--- src/rtl/asegf_pkg.sv ---
// Shared types, constants and helper functions of the seven-segment formatter.
`default_nettype none

package asegf_pkg;

  // Reciprocal of 1000 scaled by 2^41: exact floor division for any 32-bit dividend
  localparam logic [31:0] RECIP_1000  = 32'd2199023256;
  localparam int          RECIP_SHIFT = 41;
  localparam logic [31:0] THOUSAND    = 32'd1000;
  localparam logic [32:0] MILLION     = 33'd1000000;

  // Segment bit of the decimal point in this board's bit order
  localparam logic [7:0] SEG_POINT = 8'h04;

  // Digit glyphs: F=0, B=1, point=2, C=3, A=4, D=5, E=6, G=7
  localparam logic [7:0] DIGIT_GLYPH [10] = '{
    8'h7B, 8'h0A, 8'hF2, 8'hBA, 8'h8B, 8'hB9, 8'hF9, 8'h1A, 8'hFB, 8'hBB
  };

  localparam logic [3:0] BLANK_DIGIT = 4'hF;

  typedef enum logic [1:0] {
    MODE_INT      = 2'd0,
    MODE_ONES     = 2'd1,
    MODE_TENS     = 2'd2,
    MODE_HUNDREDS = 2'd3
  } disp_mode_t;

  // Integer and fraction split of one request
  typedef struct packed {
    disp_mode_t  mode;
    logic        overflow;
    logic [3:0]  lead;
    logic [9:0]  int_lo;
    logic [9:0]  frac;
  } split_t;

  // Four digits, left first, with a one-hot point position
  typedef struct packed {
    logic [3:0][3:0] digit;
    logic [3:0]      point;
    logic            overflow;
  } digits_t;

  // Hundreds, tens and ones of a value below 1000
  function automatic logic [11:0] bcd3(input logic [9:0] x);
    logic [15:0] hp;
    logic [3:0]  h;
    logic [9:0]  rw;
    logic [6:0]  r;
    logic [13:0] tp;
    logic [3:0]  t;
    logic [6:0]  ow;
    hp = 16'(x) * 16'd41;
    h  = hp[15:12];
    rw = x - 10'(10'(h) * 10'd100);
    r  = rw[6:0];
    tp = 14'(r) * 14'd103;
    t  = tp[13:10];
    ow = r - 7'(7'(t) * 7'd10);
    return {h, t, ow[3:0]};
  endfunction

  // Segment byte of one digit; codes above nine show at most the point
  function automatic logic [7:0] glyph(input logic [3:0] d, input logic pt);
    logic [7:0] g;
    g = pt ? SEG_POINT : 8'h00;
    if (d <= 4'd9) begin
      g = g | DIGIT_GLYPH[d];
    end
    return g;
  endfunction

endpackage

`default_nettype wire

--- src/rtl/autorange_seven_segment_formatter_unit.sv ---
// Throughput: one request per cycle without a result stall; two reciprocal multiplies
// by 1000 and one digit split set the stage boundaries of the five-stage pipeline.
// A stall on the result side holds every occupied stage; empty stages still fill.
// Reset (synchronous, active high) clears the valid bits only; payload is not reset.
`default_nettype none

module autorange_seven_segment_formatter_unit
  import asegf_pkg::*;
#(
  parameter int VALUE_BITS = 24
) (
  input  wire logic                  clk,
  input  wire logic                  rst,
  input  wire logic                  value_valid,
  output logic                       value_stall,
  input  wire logic [VALUE_BITS-1:0] value_thousandths,
  output logic                       result_valid,
  input  wire logic                  result_stall,
  output logic [7:0]                 left_segments,
  output logic [7:0]                 second_segments,
  output logic [7:0]                 third_segments,
  output logic [7:0]                 right_segments,
  output logic                       overflow
);

  logic    split_valid;
  logic    split_stall;
  split_t  split;
  logic    digit_valid;
  logic    digit_stall;
  digits_t digits;

  // Integer and fraction split
  asegf_divide #(
    .VALUE_BITS(VALUE_BITS)
  ) u_divide (
    .clk              (clk),
    .rst              (rst),
    .value_valid      (value_valid),
    .value_stall      (value_stall),
    .value_thousandths(value_thousandths),
    .split_valid      (split_valid),
    .split_stall      (split_stall),
    .split            (split)
  );

  // Decimal digits per position
  asegf_digits u_digits (
    .clk        (clk),
    .rst        (rst),
    .split_valid(split_valid),
    .split_stall(split_stall),
    .split      (split),
    .digit_valid(digit_valid),
    .digit_stall(digit_stall),
    .digits     (digits)
  );

  // Segment encoding and output register
  asegf_encode u_encode (
    .clk            (clk),
    .rst            (rst),
    .digit_valid    (digit_valid),
    .digit_stall    (digit_stall),
    .digits         (digits),
    .result_valid   (result_valid),
    .result_stall   (result_stall),
    .left_segments  (left_segments),
    .second_segments(second_segments),
    .third_segments (third_segments),
    .right_segments (right_segments),
    .overflow       (overflow)
  );

`ifndef SYNTHESIS
  // A blanked leading digit shows nothing
  a_blank_on_overflow: assert property (@(posedge clk) disable iff (rst)
    result_valid && overflow |-> left_segments == 8'h00)
    else $error("leading position not blank on overflow");

  // Exactly one decimal point on the display
  a_one_point: assert property (@(posedge clk) disable iff (rst)
    result_valid |-> $countones({left_segments[2], second_segments[2],
                                 third_segments[2], right_segments[2]}) == 1)
    else $error("decimal point count is not one");

  // Overflow only arises in the integer mode, point on the right
  a_overflow_int_mode: assert property (@(posedge clk) disable iff (rst)
    result_valid && overflow |-> right_segments[2])
    else $error("overflow outside integer mode");

  // Without overflow the leading position always shows a digit
  a_lead_shown: assert property (@(posedge clk) disable iff (rst)
    result_valid && !overflow |-> left_segments != 8'h00)
    else $error("leading digit missing");
`endif

endmodule

`default_nettype wire

--- src/rtl/asegf_divide.sv ---
// Three-stage split of the value into integer and thousandths parts, with mode choice.
`default_nettype none

module asegf_divide
  import asegf_pkg::*;
#(
  parameter int VALUE_BITS = 24
) (
  input  wire logic                  clk,
  input  wire logic                  rst,
  input  wire logic                  value_valid,
  output logic                       value_stall,
  input  wire logic [VALUE_BITS-1:0] value_thousandths,
  output logic                       split_valid,
  input  wire logic                  split_stall,
  output split_t                     split
);

  localparam int PROD_BITS = VALUE_BITS + 32;
  localparam int IP_BITS   = VALUE_BITS - 9;
  localparam int HI_BITS   = (VALUE_BITS > 20) ? VALUE_BITS - 19 : 1;

  logic ready1, ready2, ready3;
  logic valid1, valid2;

  // Stage 1 registers
  logic [VALUE_BITS-1:0] v1;
  logic [IP_BITS-1:0]    ip1;
  logic                  gtm1;

  // Stage 2 registers
  logic [IP_BITS-1:0]    ip2;
  logic [HI_BITS-1:0]    ip_hi2;
  logic [9:0]            fr2;
  logic                  gtm2;
  logic                  lt10_2;
  logic                  lt100_2;

  logic [PROD_BITS-1:0]  prod_v;
  logic [PROD_BITS-1:0]  prod_ip;
  logic [VALUE_BITS-1:0] ip_k;
  logic [VALUE_BITS-1:0] fr_wide;
  logic [31:0]           lo_wide;
  logic                  int_mode;
  logic                  ovf;
  split_t                split_next;

  // Move a stage when it is empty or its successor moves
  assign ready3      = !split_valid || !split_stall;
  assign ready2      = !valid2 || ready3;
  assign ready1      = !valid1 || ready2;
  assign value_stall = !ready1;

  // Stage 1: quotient by reciprocal multiply
  assign prod_v = PROD_BITS'(value_thousandths) * PROD_BITS'(RECIP_1000);

  // Stage 2: thousandths remainder and the thousands of the integer part
  assign ip_k    = VALUE_BITS'(PROD_BITS'(ip1) * PROD_BITS'(THOUSAND));
  assign fr_wide = v1 - ip_k;
  assign prod_ip = PROD_BITS'(ip1) * PROD_BITS'(RECIP_1000);

  // Stage 3: integer part below 1000 and display mode
  assign lo_wide  = 32'(ip2) - 32'(32'(ip_hi2) * THOUSAND);
  assign int_mode = (fr2 == 10'd0) || gtm2;
  assign ovf      = int_mode && (32'(ip_hi2) >= 32'd10);

  always_comb begin
    split_next.int_lo   = lo_wide[9:0];
    split_next.frac     = fr2;
    split_next.overflow = ovf;
    split_next.lead     = ovf ? BLANK_DIGIT : 4'(ip_hi2);
    if (int_mode) begin
      split_next.mode = MODE_INT;
    end else if (lt10_2) begin
      split_next.mode = MODE_ONES;
    end else if (lt100_2) begin
      split_next.mode = MODE_TENS;
    end else begin
      split_next.mode = MODE_HUNDREDS;
    end
  end

  // Advance valid bits
  always_ff @(posedge clk) begin
    if (rst) begin
      valid1      <= 1'b0;
      valid2      <= 1'b0;
      split_valid <= 1'b0;
    end else begin
      if (ready1) valid1 <= value_valid;
      if (ready2) valid2 <= valid1;
      if (ready3) split_valid <= valid2;
    end
  end

  // Advance payload; hold while stalled
  always_ff @(posedge clk) begin
    if (ready1) begin
      v1   <= value_thousandths;
      ip1  <= prod_v[RECIP_SHIFT +: IP_BITS];
      gtm1 <= 33'(value_thousandths) > MILLION;
    end
    if (ready2) begin
      ip2     <= ip1;
      ip_hi2  <= prod_ip[RECIP_SHIFT +: HI_BITS];
      fr2     <= fr_wide[9:0];
      gtm2    <= gtm1;
      lt10_2  <= 32'(ip1) < 32'd10;
      lt100_2 <= 32'(ip1) < 32'd100;
    end
    if (ready3) begin
      split <= split_next;
    end
  end

endmodule

`default_nettype wire

--- src/rtl/asegf_digits.sv ---
// Digit stage: decimal digits and point position for the chosen display mode.
`default_nettype none

module asegf_digits
  import asegf_pkg::*;
(
  input  wire logic    clk,
  input  wire logic    rst,
  input  wire logic    split_valid,
  output logic         split_stall,
  input  wire split_t  split,
  output logic         digit_valid,
  input  wire logic    digit_stall,
  output digits_t      digits
);

  logic       ready;
  logic [11:0] lo_bcd;
  logic [11:0] fr_bcd;
  digits_t    digits_next;

  assign ready       = !digit_valid || !digit_stall;
  assign split_stall = !ready;

  assign lo_bcd = bcd3(split.int_lo);
  assign fr_bcd = bcd3(split.frac);

  // Pick the digits of each position, left first
  always_comb begin
    digits_next.overflow = split.overflow;
    unique case (split.mode)
      MODE_INT: begin
        digits_next.digit = {split.lead, lo_bcd[11:8], lo_bcd[7:4], lo_bcd[3:0]};
        digits_next.point = 4'b1000;
      end
      MODE_ONES: begin
        digits_next.digit = {lo_bcd[3:0], fr_bcd[11:8], fr_bcd[7:4], fr_bcd[3:0]};
        digits_next.point = 4'b0001;
      end
      MODE_TENS: begin
        digits_next.digit = {lo_bcd[7:4], lo_bcd[3:0], fr_bcd[11:8], fr_bcd[7:4]};
        digits_next.point = 4'b0010;
      end
      default: begin
        digits_next.digit = {lo_bcd[11:8], lo_bcd[7:4], lo_bcd[3:0], fr_bcd[11:8]};
        digits_next.point = 4'b0100;
      end
    endcase
  end

  // Advance valid bit
  always_ff @(posedge clk) begin
    if (rst) begin
      digit_valid <= 1'b0;
    end else if (ready) begin
      digit_valid <= split_valid;
    end
  end

  // Advance payload; hold while stalled
  always_ff @(posedge clk) begin
    if (ready) begin
      digits <= digits_next;
    end
  end

endmodule

`default_nettype wire

--- src/rtl/asegf_encode.sv ---
// Output stage: segment bytes of the four positions and the overflow flag.
`default_nettype none

module asegf_encode
  import asegf_pkg::*;
(
  input  wire logic    clk,
  input  wire logic    rst,
  input  wire logic    digit_valid,
  output logic         digit_stall,
  input  wire digits_t digits,
  output logic         result_valid,
  input  wire logic    result_stall,
  output logic [7:0]   left_segments,
  output logic [7:0]   second_segments,
  output logic [7:0]   third_segments,
  output logic [7:0]   right_segments,
  output logic         overflow
);

  logic ready;

  assign ready       = !result_valid || !result_stall;
  assign digit_stall = !ready;

  // Advance valid bit
  always_ff @(posedge clk) begin
    if (rst) begin
      result_valid <= 1'b0;
    end else if (ready) begin
      result_valid <= digit_valid;
    end
  end

  // Encode glyphs; a blanked leading digit carries a code above nine
  always_ff @(posedge clk) begin
    if (ready) begin
      left_segments   <= glyph(digits.digit[3], digits.point[0]);
      second_segments <= glyph(digits.digit[2], digits.point[1]);
      third_segments  <= glyph(digits.digit[1], digits.point[2]);
      right_segments  <= glyph(digits.digit[0], digits.point[3]);
      overflow        <= digits.overflow;
    end
  end

endmodule

`default_nettype wire

--- config.mk ---
export PLATFORM = sky130hd
export DESIGN_NAME = autorange_seven_segment_formatter_unit
export DESIGN_NICKNAME = d
export VERILOG_FILES = /design/src/rtl/asegf_pkg.sv /design/src/rtl/autorange_seven_segment_formatter_unit.sv /design/src/rtl/asegf_divide.sv /design/src/rtl/asegf_digits.sv /design/src/rtl/asegf_encode.sv
export SDC_FILE = /design/constraint.sdc
export NUM_CORES = 1
export LEC_CHECK = 0
export ABC_AREA = 1
export BUFFER_PORTS_ARGS = -buffer_cell sky130_fd_sc_hd__buf_2
export CORE_ASPECT_RATIO = 0.7
export CORE_MARGIN = 5
export CORE_UTILIZATION = 50
export DETAILED_ROUTE_END_ITERATION = 16
export HOLD_SLACK_MARGIN = 0.08
export PLACE_DENSITY = 0.77
export RECOVER_POWER = 50
export SLEW_MARGIN = 5
export SYNTH_ARGS = -nofsm -noshare
export SYNTH_HDL_FRONTEND = slang
export SYNTH_SLANG_ARGS = --single-unit
export TNS_END_PERCENT = 30
--- constraint.sdc ---
create_clock -name clk -period 10.74 [get_ports clk]
set_input_delay 2.148 -clock clk [delete_from_list [all_inputs] [get_ports clk]]
set_output_delay 2.148 -clock clk [all_outputs]
set_load 0.02 [all_outputs]
==> out/qor.yml, run 1 <==
status:
  status: "complete, but fails checks"
  violations: "max-capacitance violations, max-slew violations"
global_route:
  grt_overflow_total: 0
  grt_pass1_vias: 20700
  grt_antenna_before_repair: 2
  grt_pass1_wl_um: 109000
  grt_max_degree: 36
  grtUsageMet1_pct: 32.6
  busiest_layer: "met2"
  grt_usage_pct: 22.4
  grt_use_met3_pct: 7.42
  grtUsageMet2_pct: 33.1
route:
  antenna_left: 0
  vias_per_cell: 5.31
  first_pass_iters: 5
  routedWlPerCell_um: 17.4
  drc_errors: 0
  via_count: 20700
  drt_wl_total_um: 67800
  drt_iter0_drc: 1667
clock_tree:
  clk_latency_ps: 450
  post_cts_resize_count: 0
  post_cts_buffers: 0
  cts_made_buffers: 17
  cts_hold_buf: 0
  cts_tree: "built"
  ctsRootBufferMaster: "clkbuf_16"
  cts_sinks: 140
  clk_pin_slew_ps: 70
  htree_levels: 4
  cts_max_path_buffers: 2
min_path:
  hold_path.class: "reg2reg"
  min_path_cells: 0
  min_from: "u_divide.ip2[1]"
floorplanning:
  fp.coreArea_um2: 55200
  io_pins: 63
  die_x_um: 292
  die_area_um2: 60600
  rows: 72
  initial_core_util_pct: 50.4
  die_y_um: 207
critical_path:
  worst-endpoint-required_ps: 10910
  path_depth: 44
  worstPathArrival_ps: 8600
  rrSetupSlack_ps: 2310
  crit_end: "u_digits.digits[12]"
  r2r_cells: 44
  setup.worst_path.start_class: "register"
  crit_top_cell: "nand2_1"
  worstPathBufferInverterCount: 7
  endpoint_kind: "register"
  startpoint: "u_divide.split[14]"
  critPathTopFamily: "adder cells"
  worstSetupPathType: "reg2reg"
  rr_endpoint: "u_digits.digits[12]"
  reg2reg_from: "u_divide.split[14]"
  critPathMaxFanout: 6
  cpPeakStageDelay_ps: 540
  crit_path_top_delay_cell: "fa_1"
layout:
  area_growth_pct: 6.52
  final_nets: 4178
  final_cell_mix: "inv_1, ha_1, nand2_1"
  num_antenna_cells: 0
  fillCellCount: 4938
  drive_gt1_share_pct: 2.68
  final_area_um2: 29700
  layout_commonest_cell: "inv_1"
timing:
  min_period_ps: 8430
  rsz0062_at_grt: "false"
  hold_viol_final: 0
  drv_slew: 36
  tightest_slew_ps: 1690
  final.setup.tns_ps: 0
  fmax_mhz: 119
  worst_clock_skew_ps: 15.9
  post-route-period-util_pct: 78.4
  setup_slack_ps: 2310
  whs_ps: 419
  finalSetupViolations: 0
  slew_headroom_pct: -12.6
yosys:
  syn_area_um2: 27900
  synth_top_area_share_pct: 29.0
  async_flop_share_pct: 0
  synthesis.nets: 4098
  synth_cell_types: 41
  ys_seq_area_share_pct: 14.9
  synth.largest_area_cell: "ha_1"
  syn_avg_cell_area_um2: 9.06
  synth_seq_cells: 140
  syn_inst: 3073
  synth_edf_count: 135
  ys_top_cells_by_area: "ha_1, fa_1, edfxtp_1"
  ys_warn_count: 0
  synthFlopType: "edfxtp_1"
placed_design:
  pre_cts_ws_ps: 2390
  gp_congestion: 1.01
  port_buffers: 62
  post_dp_cell_area_um2: 29100
  hpwl_um: 59800
job:
  maxCapViolations: 1
[routing by layer]
metal	wire, µm	up-vias
met5	20	-
met4	1110	2
met3	7410	88
met2	28300	792
met1	30900	9793
li1	-	10000
[stage by stage]
step | cells | util [%]
global placement | 3874 | 52.7
finish | 3906 | 53.7
CTS | 3906 | 53.8
floorplan | 3073 | -
global route | 3906 | 53.7
detailed placement | 3874 | 52.7
[area by class of cell]
type | instances | area (µm²) | share of cell area [%]
Multi-Input combinational cell | 2169 | 20800 | 70.2
Sequential cell | 140 | 4150 | 14.0
Inverter | 759 | 2850 | 9.60
Tap cell | 740 | 926 | 3.12
Clock buffer | 17 | 425 | 1.43
Timing Repair Buffer | 66 | 285 | 0.961
Clock inverter | 15 | 199 | 0.670
[sequential cells by signal (all words and copies together) (netlist names), 8 cells and up]
register / count
u_encode.third_segments: 8
u_divide.v1: 10
u_encode.right_segments: 8
u_divide.split: 27
u_divide.ip2: 10
u_divide.ip1: 15
u_encode.left_segments: 8
u_digits.digits: 21
u_divide.fr2: 10
u_encode.second_segments: 8
[logic make-up after synthesis]
logic type / share of synthesized area [%]
xor+xnor: 1.85
fa+ha+maj: 54.3
compound gates: 6.80
buf+inv: 10.3
flops: 14.9
simple gates: 11.9
[cells in the mapped netlist, types with 2 or more instances]
| cell | n |
|---|---|
| a211oi_1 | 7 |
| a21boi_0 | 10 |
| a21o_1 | 19 |
| a21oi_1 | 134 |
| a31oi_1 | 18 |
| and2_1 | 2 |
| and3_1 | 3 |
| clkbuf_1 | 4 |
| dfxtp_1 | 5 |
| edfxtp_1 | 135 |
| fa_1 | 352 |
| ha_1 | 645 |
| inv_1 | 757 |
| inv_2 | 2 |
| nand2_1 | 403 |
| nand2_2 | 5 |
| nand2_4 | 2 |
| nand3_1 | 105 |
| nand3b_1 | 3 |
| nand4_1 | 36 |
| nor2_1 | 165 |
| nor3_1 | 31 |
| nor4_1 | 10 |
| o2111ai_1 | 7 |
| o211ai_1 | 5 |
| o21a_1 | 9 |
| o21ai_0 | 104 |
| o21bai_1 | 13 |
| o22ai_1 | 3 |
| or2_2 | 13 |
| xnor2_1 | 20 |
| xor2_1 | 37 |
[worst min path at each step]
| stage | end |
|---|---|
| 5_1_grt | u_encode.second_segments[2] |
| 4_1_cts | u_divide.split[11] |
| 3_5_place_dp | u_divide.split[11] |
| 6_report | u_divide.split[11] |
| 3_3_place_gp | u_divide.split[10] |
| 2_1_floorplan | u_digits.digits[0] |
Power of run 1 is not shown: default switching activity piles up to over one toggle a cycle in this logic, so the estimate is an artifact.
==> run 2: changes to the inputs <==
ABC_AREA = 0   (was 1)
PLACE_DENSITY = 0.8   (was 0.77)
clock period = 7 ns   (was 10.74 ns; I/O delays follow)
==> run 2 against run 1 <==
The flow finishes with violations (max-capacitance violations, max-slew violations, negative setup slack). Routed wire length is 5.7% lower. Clock skew is 8.3 ps lower. Sequential share of layout area down 0.28 points. Setup slack lost 3500 ps. Non-clock buffer count rose by 297. Area after synthesis is 8.0% lower. Critical path type unchanged. Via count decreased by 12%. Register-to-register slack worse by 3500 ps. Largest cell class unchanged. Clock-buffer cell count up 2.
==> out/qor.yml, run 2 <==
timing:
  worst_clock_skew_ps: 7.59  # -8.31 ps
  rsz0062_at_grt: "true"
  fmax_mhz: 123  # +3.3%
  setup_slack_ps: -1160  # -3470 ps
  drv_slew: 93  # +160%
  finalSetupViolations: 25  # +25
  post-route-period-util_pct: 117  # +38 points
  min_period_ps: 8160  # -267 ps
  slew_headroom_pct: -18.9  # -6.3 points
  tightest_slew_ps: 1780  # +94.9 ps
  hold_viol_final: 0  # unchanged
  final.setup.tns_ps: -12240  # -12240 ps
global_route:
  grt_usage_pct: 23.5  # +1.0 points
  busiest_layer: "met2"
  grt_overflow_total: 0  # unchanged
  grt_pass1_wl_um: 103000  # -5.1%
  grt_antenna_before_repair: 1  # -1
  grt_use_met3_pct: 5.82  # -1.6 points
  grt_pass1_vias: 20000  # -3.2%
  grtUsageMet1_pct: 31.4  # -1.2 points
  grt_max_degree: 34  # -5.6%
  grtUsageMet2_pct: 39.1  # +6.0 points
floorplanning:
  rows: 69  # -4.2%
  die_x_um: 281  # -3.9%
  fp.coreArea_um2: 50800  # -8.1%
  initial_core_util_pct: 50.5  # about the same
  io_pins: 63  # unchanged
  die_y_um: 199  # -3.9%
  die_area_um2: 56000  # -7.7%
job:
  maxCapViolations: 3  # +2
yosys:
  synthesis.nets: 3396  # -17%
  synthFlopType: "edfxtp_1"
  synth_top_area_share_pct: 31.5  # +2.5 points
  synth_cell_types: 76  # +85%
  syn_area_um2: 25600  # -8.0%
  syn_inst: 2371  # -23%
  ys_top_cells_by_area: "ha_1, fa_1, edfxtp_1"
  synth.most_common_cell: "ha_1"
  async_flop_share_pct: 0  # unchanged
  synth_common_cells: "ha_1, inv_1, fa_1"
  syn_avg_cell_area_um2: 10.8  # +19%
  ys_seq_area_share_pct: 16.2  # +1.3 points
  synth.largest_area_cell: "ha_1"
  synth_edf_count: 135  # unchanged
  ys_warn_count: 0  # unchanged
  synth_seq_cells: 140  # unchanged
clock_tree:
  cts_max_path_buffers: 2  # unchanged
  clk_pin_slew_ps: 60  # about the same
  cts_hold_buf: 0  # unchanged
  htree_levels: 4  # unchanged
  clk_latency_ps: 440  # about the same
  cts_sinks: 140  # unchanged
  ctsRootBufferMaster: "clkbuf_16"
  cts_tree: "built"
  cts_made_buffers: 17  # unchanged
layout:
  area_growth_pct: 18.2
  drive_gt1_share_pct: 19.3  # +17 points
  num_antenna_cells: 0  # unchanged
  largest_reg_flops: 27  # unchanged
  top_register: "u_divide.split"
  final_area_um2: 30300  # +2.1%
  final_util_pct: 59.7  # +5.9 points
  layout_commonest_cell: "ha_1"
  final_nets: 3758  # -10%
  final_cell_mix: "ha_1, inv_1, fa_1"
  reg_top3: "u_divide.split (27), u_digits.digits (21), u_divide.ip1 (15)"
route:
  drc_errors: 0  # unchanged
  antenna_left: 0  # unchanged
  via_count: 18200  # -12%
  drt_iter0_drc: 1134  # -32%
  drt_wl_total_um: 64000  # -5.7%
  first_pass_iters: 5  # unchanged
  vias_per_cell: 5.32  # +0.32%
  routedWlPerCell_um: 18.7  # +7.8%
critical_path:
  worstPathArrival_ps: 8330  # -270 ps
  cpPeakStageDelay_ps: 580  # +40 ps
  crit_top_cell: "xnor2_2"
  worstPathBufferInverterCount: 5  # -2
  worstSetupPathType: "reg2reg"
  endpoint_kind: "register"
  crit_path_top_delay_cell: "fa_2"
  setup.worst_path.start_class: "register"
  critPathMaxFanout: 4  # -2
  critPathTopFamily: "adder cells"
  worst-endpoint-required_ps: 7180  # -3730 ps
placed_design:
  gp_congestion: 1.02  # +1.3%
  hpwl_um: 55500  # -7.2%
  pre_cts_ws_ps: -1290  # -3680 ps
  port_buffers: 62  # unchanged
  post_dp_cell_area_um2: 29100  # -0.11%
min_path:
  hold_path.class: "reg2reg"
status:
  violations: "max-capacitance violations, max-slew violations, negative setup slack"
  status: "complete, but fails checks"
## run 2: cell types whose count changed after synthesis, moves of 19 or more
cell	previous run	this run
inv_1	757	575
nand3_1	105	21
nand2_1	403	54
nor3_1	31	12
o21ai_0	104	58
nor2_1	165	83
xnor2_1	20	60
a21oi_1	134	90
## run 2: final cells by class
cell class              count  area [µm²]
clock inverters            13         143
clock buffers              19         433
well taps                 674         843
fillers                  4043       20500
repair buffers            363        2500
inverters                 575        2160
flip-flops and latches    140        4150
multi-input cells        1636       20000
## run 2: worst reg2reg max path: cells and delay by family (launching register included)
kind	cells	cell delay [ps]
flip-flops	1	410
multiplexers	1	470
AND/OR/NAND/NOR	1	130
AO/OA/AOI/OAI	5	890
adder cells (fa/ha/maj)	13	4320
buffers and inverters	5	510
XOR/XNOR	7	1160
## run 2: routing by layer
| layer | vias up | part of all wire, % |
|---|---|---|
| li1 | 8535 | - |
| met1 | 8998 | 44 |
| met2 | 574 | 46 |
| met3 | 94 | 8.1 |
| met4 | 2 | 1.8 |
| met5 | - | 0.013 |
## run 2: worst paths after layout
kind | from | endpoint | slack [ps] | depth (start not counted)
max | u_divide.split[14] | u_digits.digits[16] | -1160 | 32
min | u_divide.ip2[0] | u_divide.split[10] | 420 | 0
max reg2reg | u_divide.split[14] | u_digits.digits[16] | -1160 | 32
min reg2reg | u_divide.ip2[0] | u_divide.split[10] | 420 | 0
## run 2: through the flow
| step | hold WS, ps | cells |
|---|---|---|
| finish | 418 | 3420 |
| detailed placement | 406 | 3370 |
| CTS | 420 | 3412 |
| floorplan | 400 | 2371 |
| global route | 424 | 3420 |
| global placement | 402 | 3370 |
## run 2: cells by family after synthesis
logic type	Yosys count	share of synthesized area (%)
xor+xnor	85	2.96
fa+ha+maj	999	59.1
compound gates	268	6.77
buf+inv	595	8.71
simple gates	273	5.36
flops	140	16.2
mux	11	0.918
## run 2: repair_timing
| item | in CTS | in global routing |
|---|---|---|
| endpoints found under the setup margin | 30 | 32 |
| pin swaps | 54 | 67 |
| setup buffers | 13 | 8 |
| gates resized for setup | 43 | 49 |
Power of run 2 is left out for the same reason.
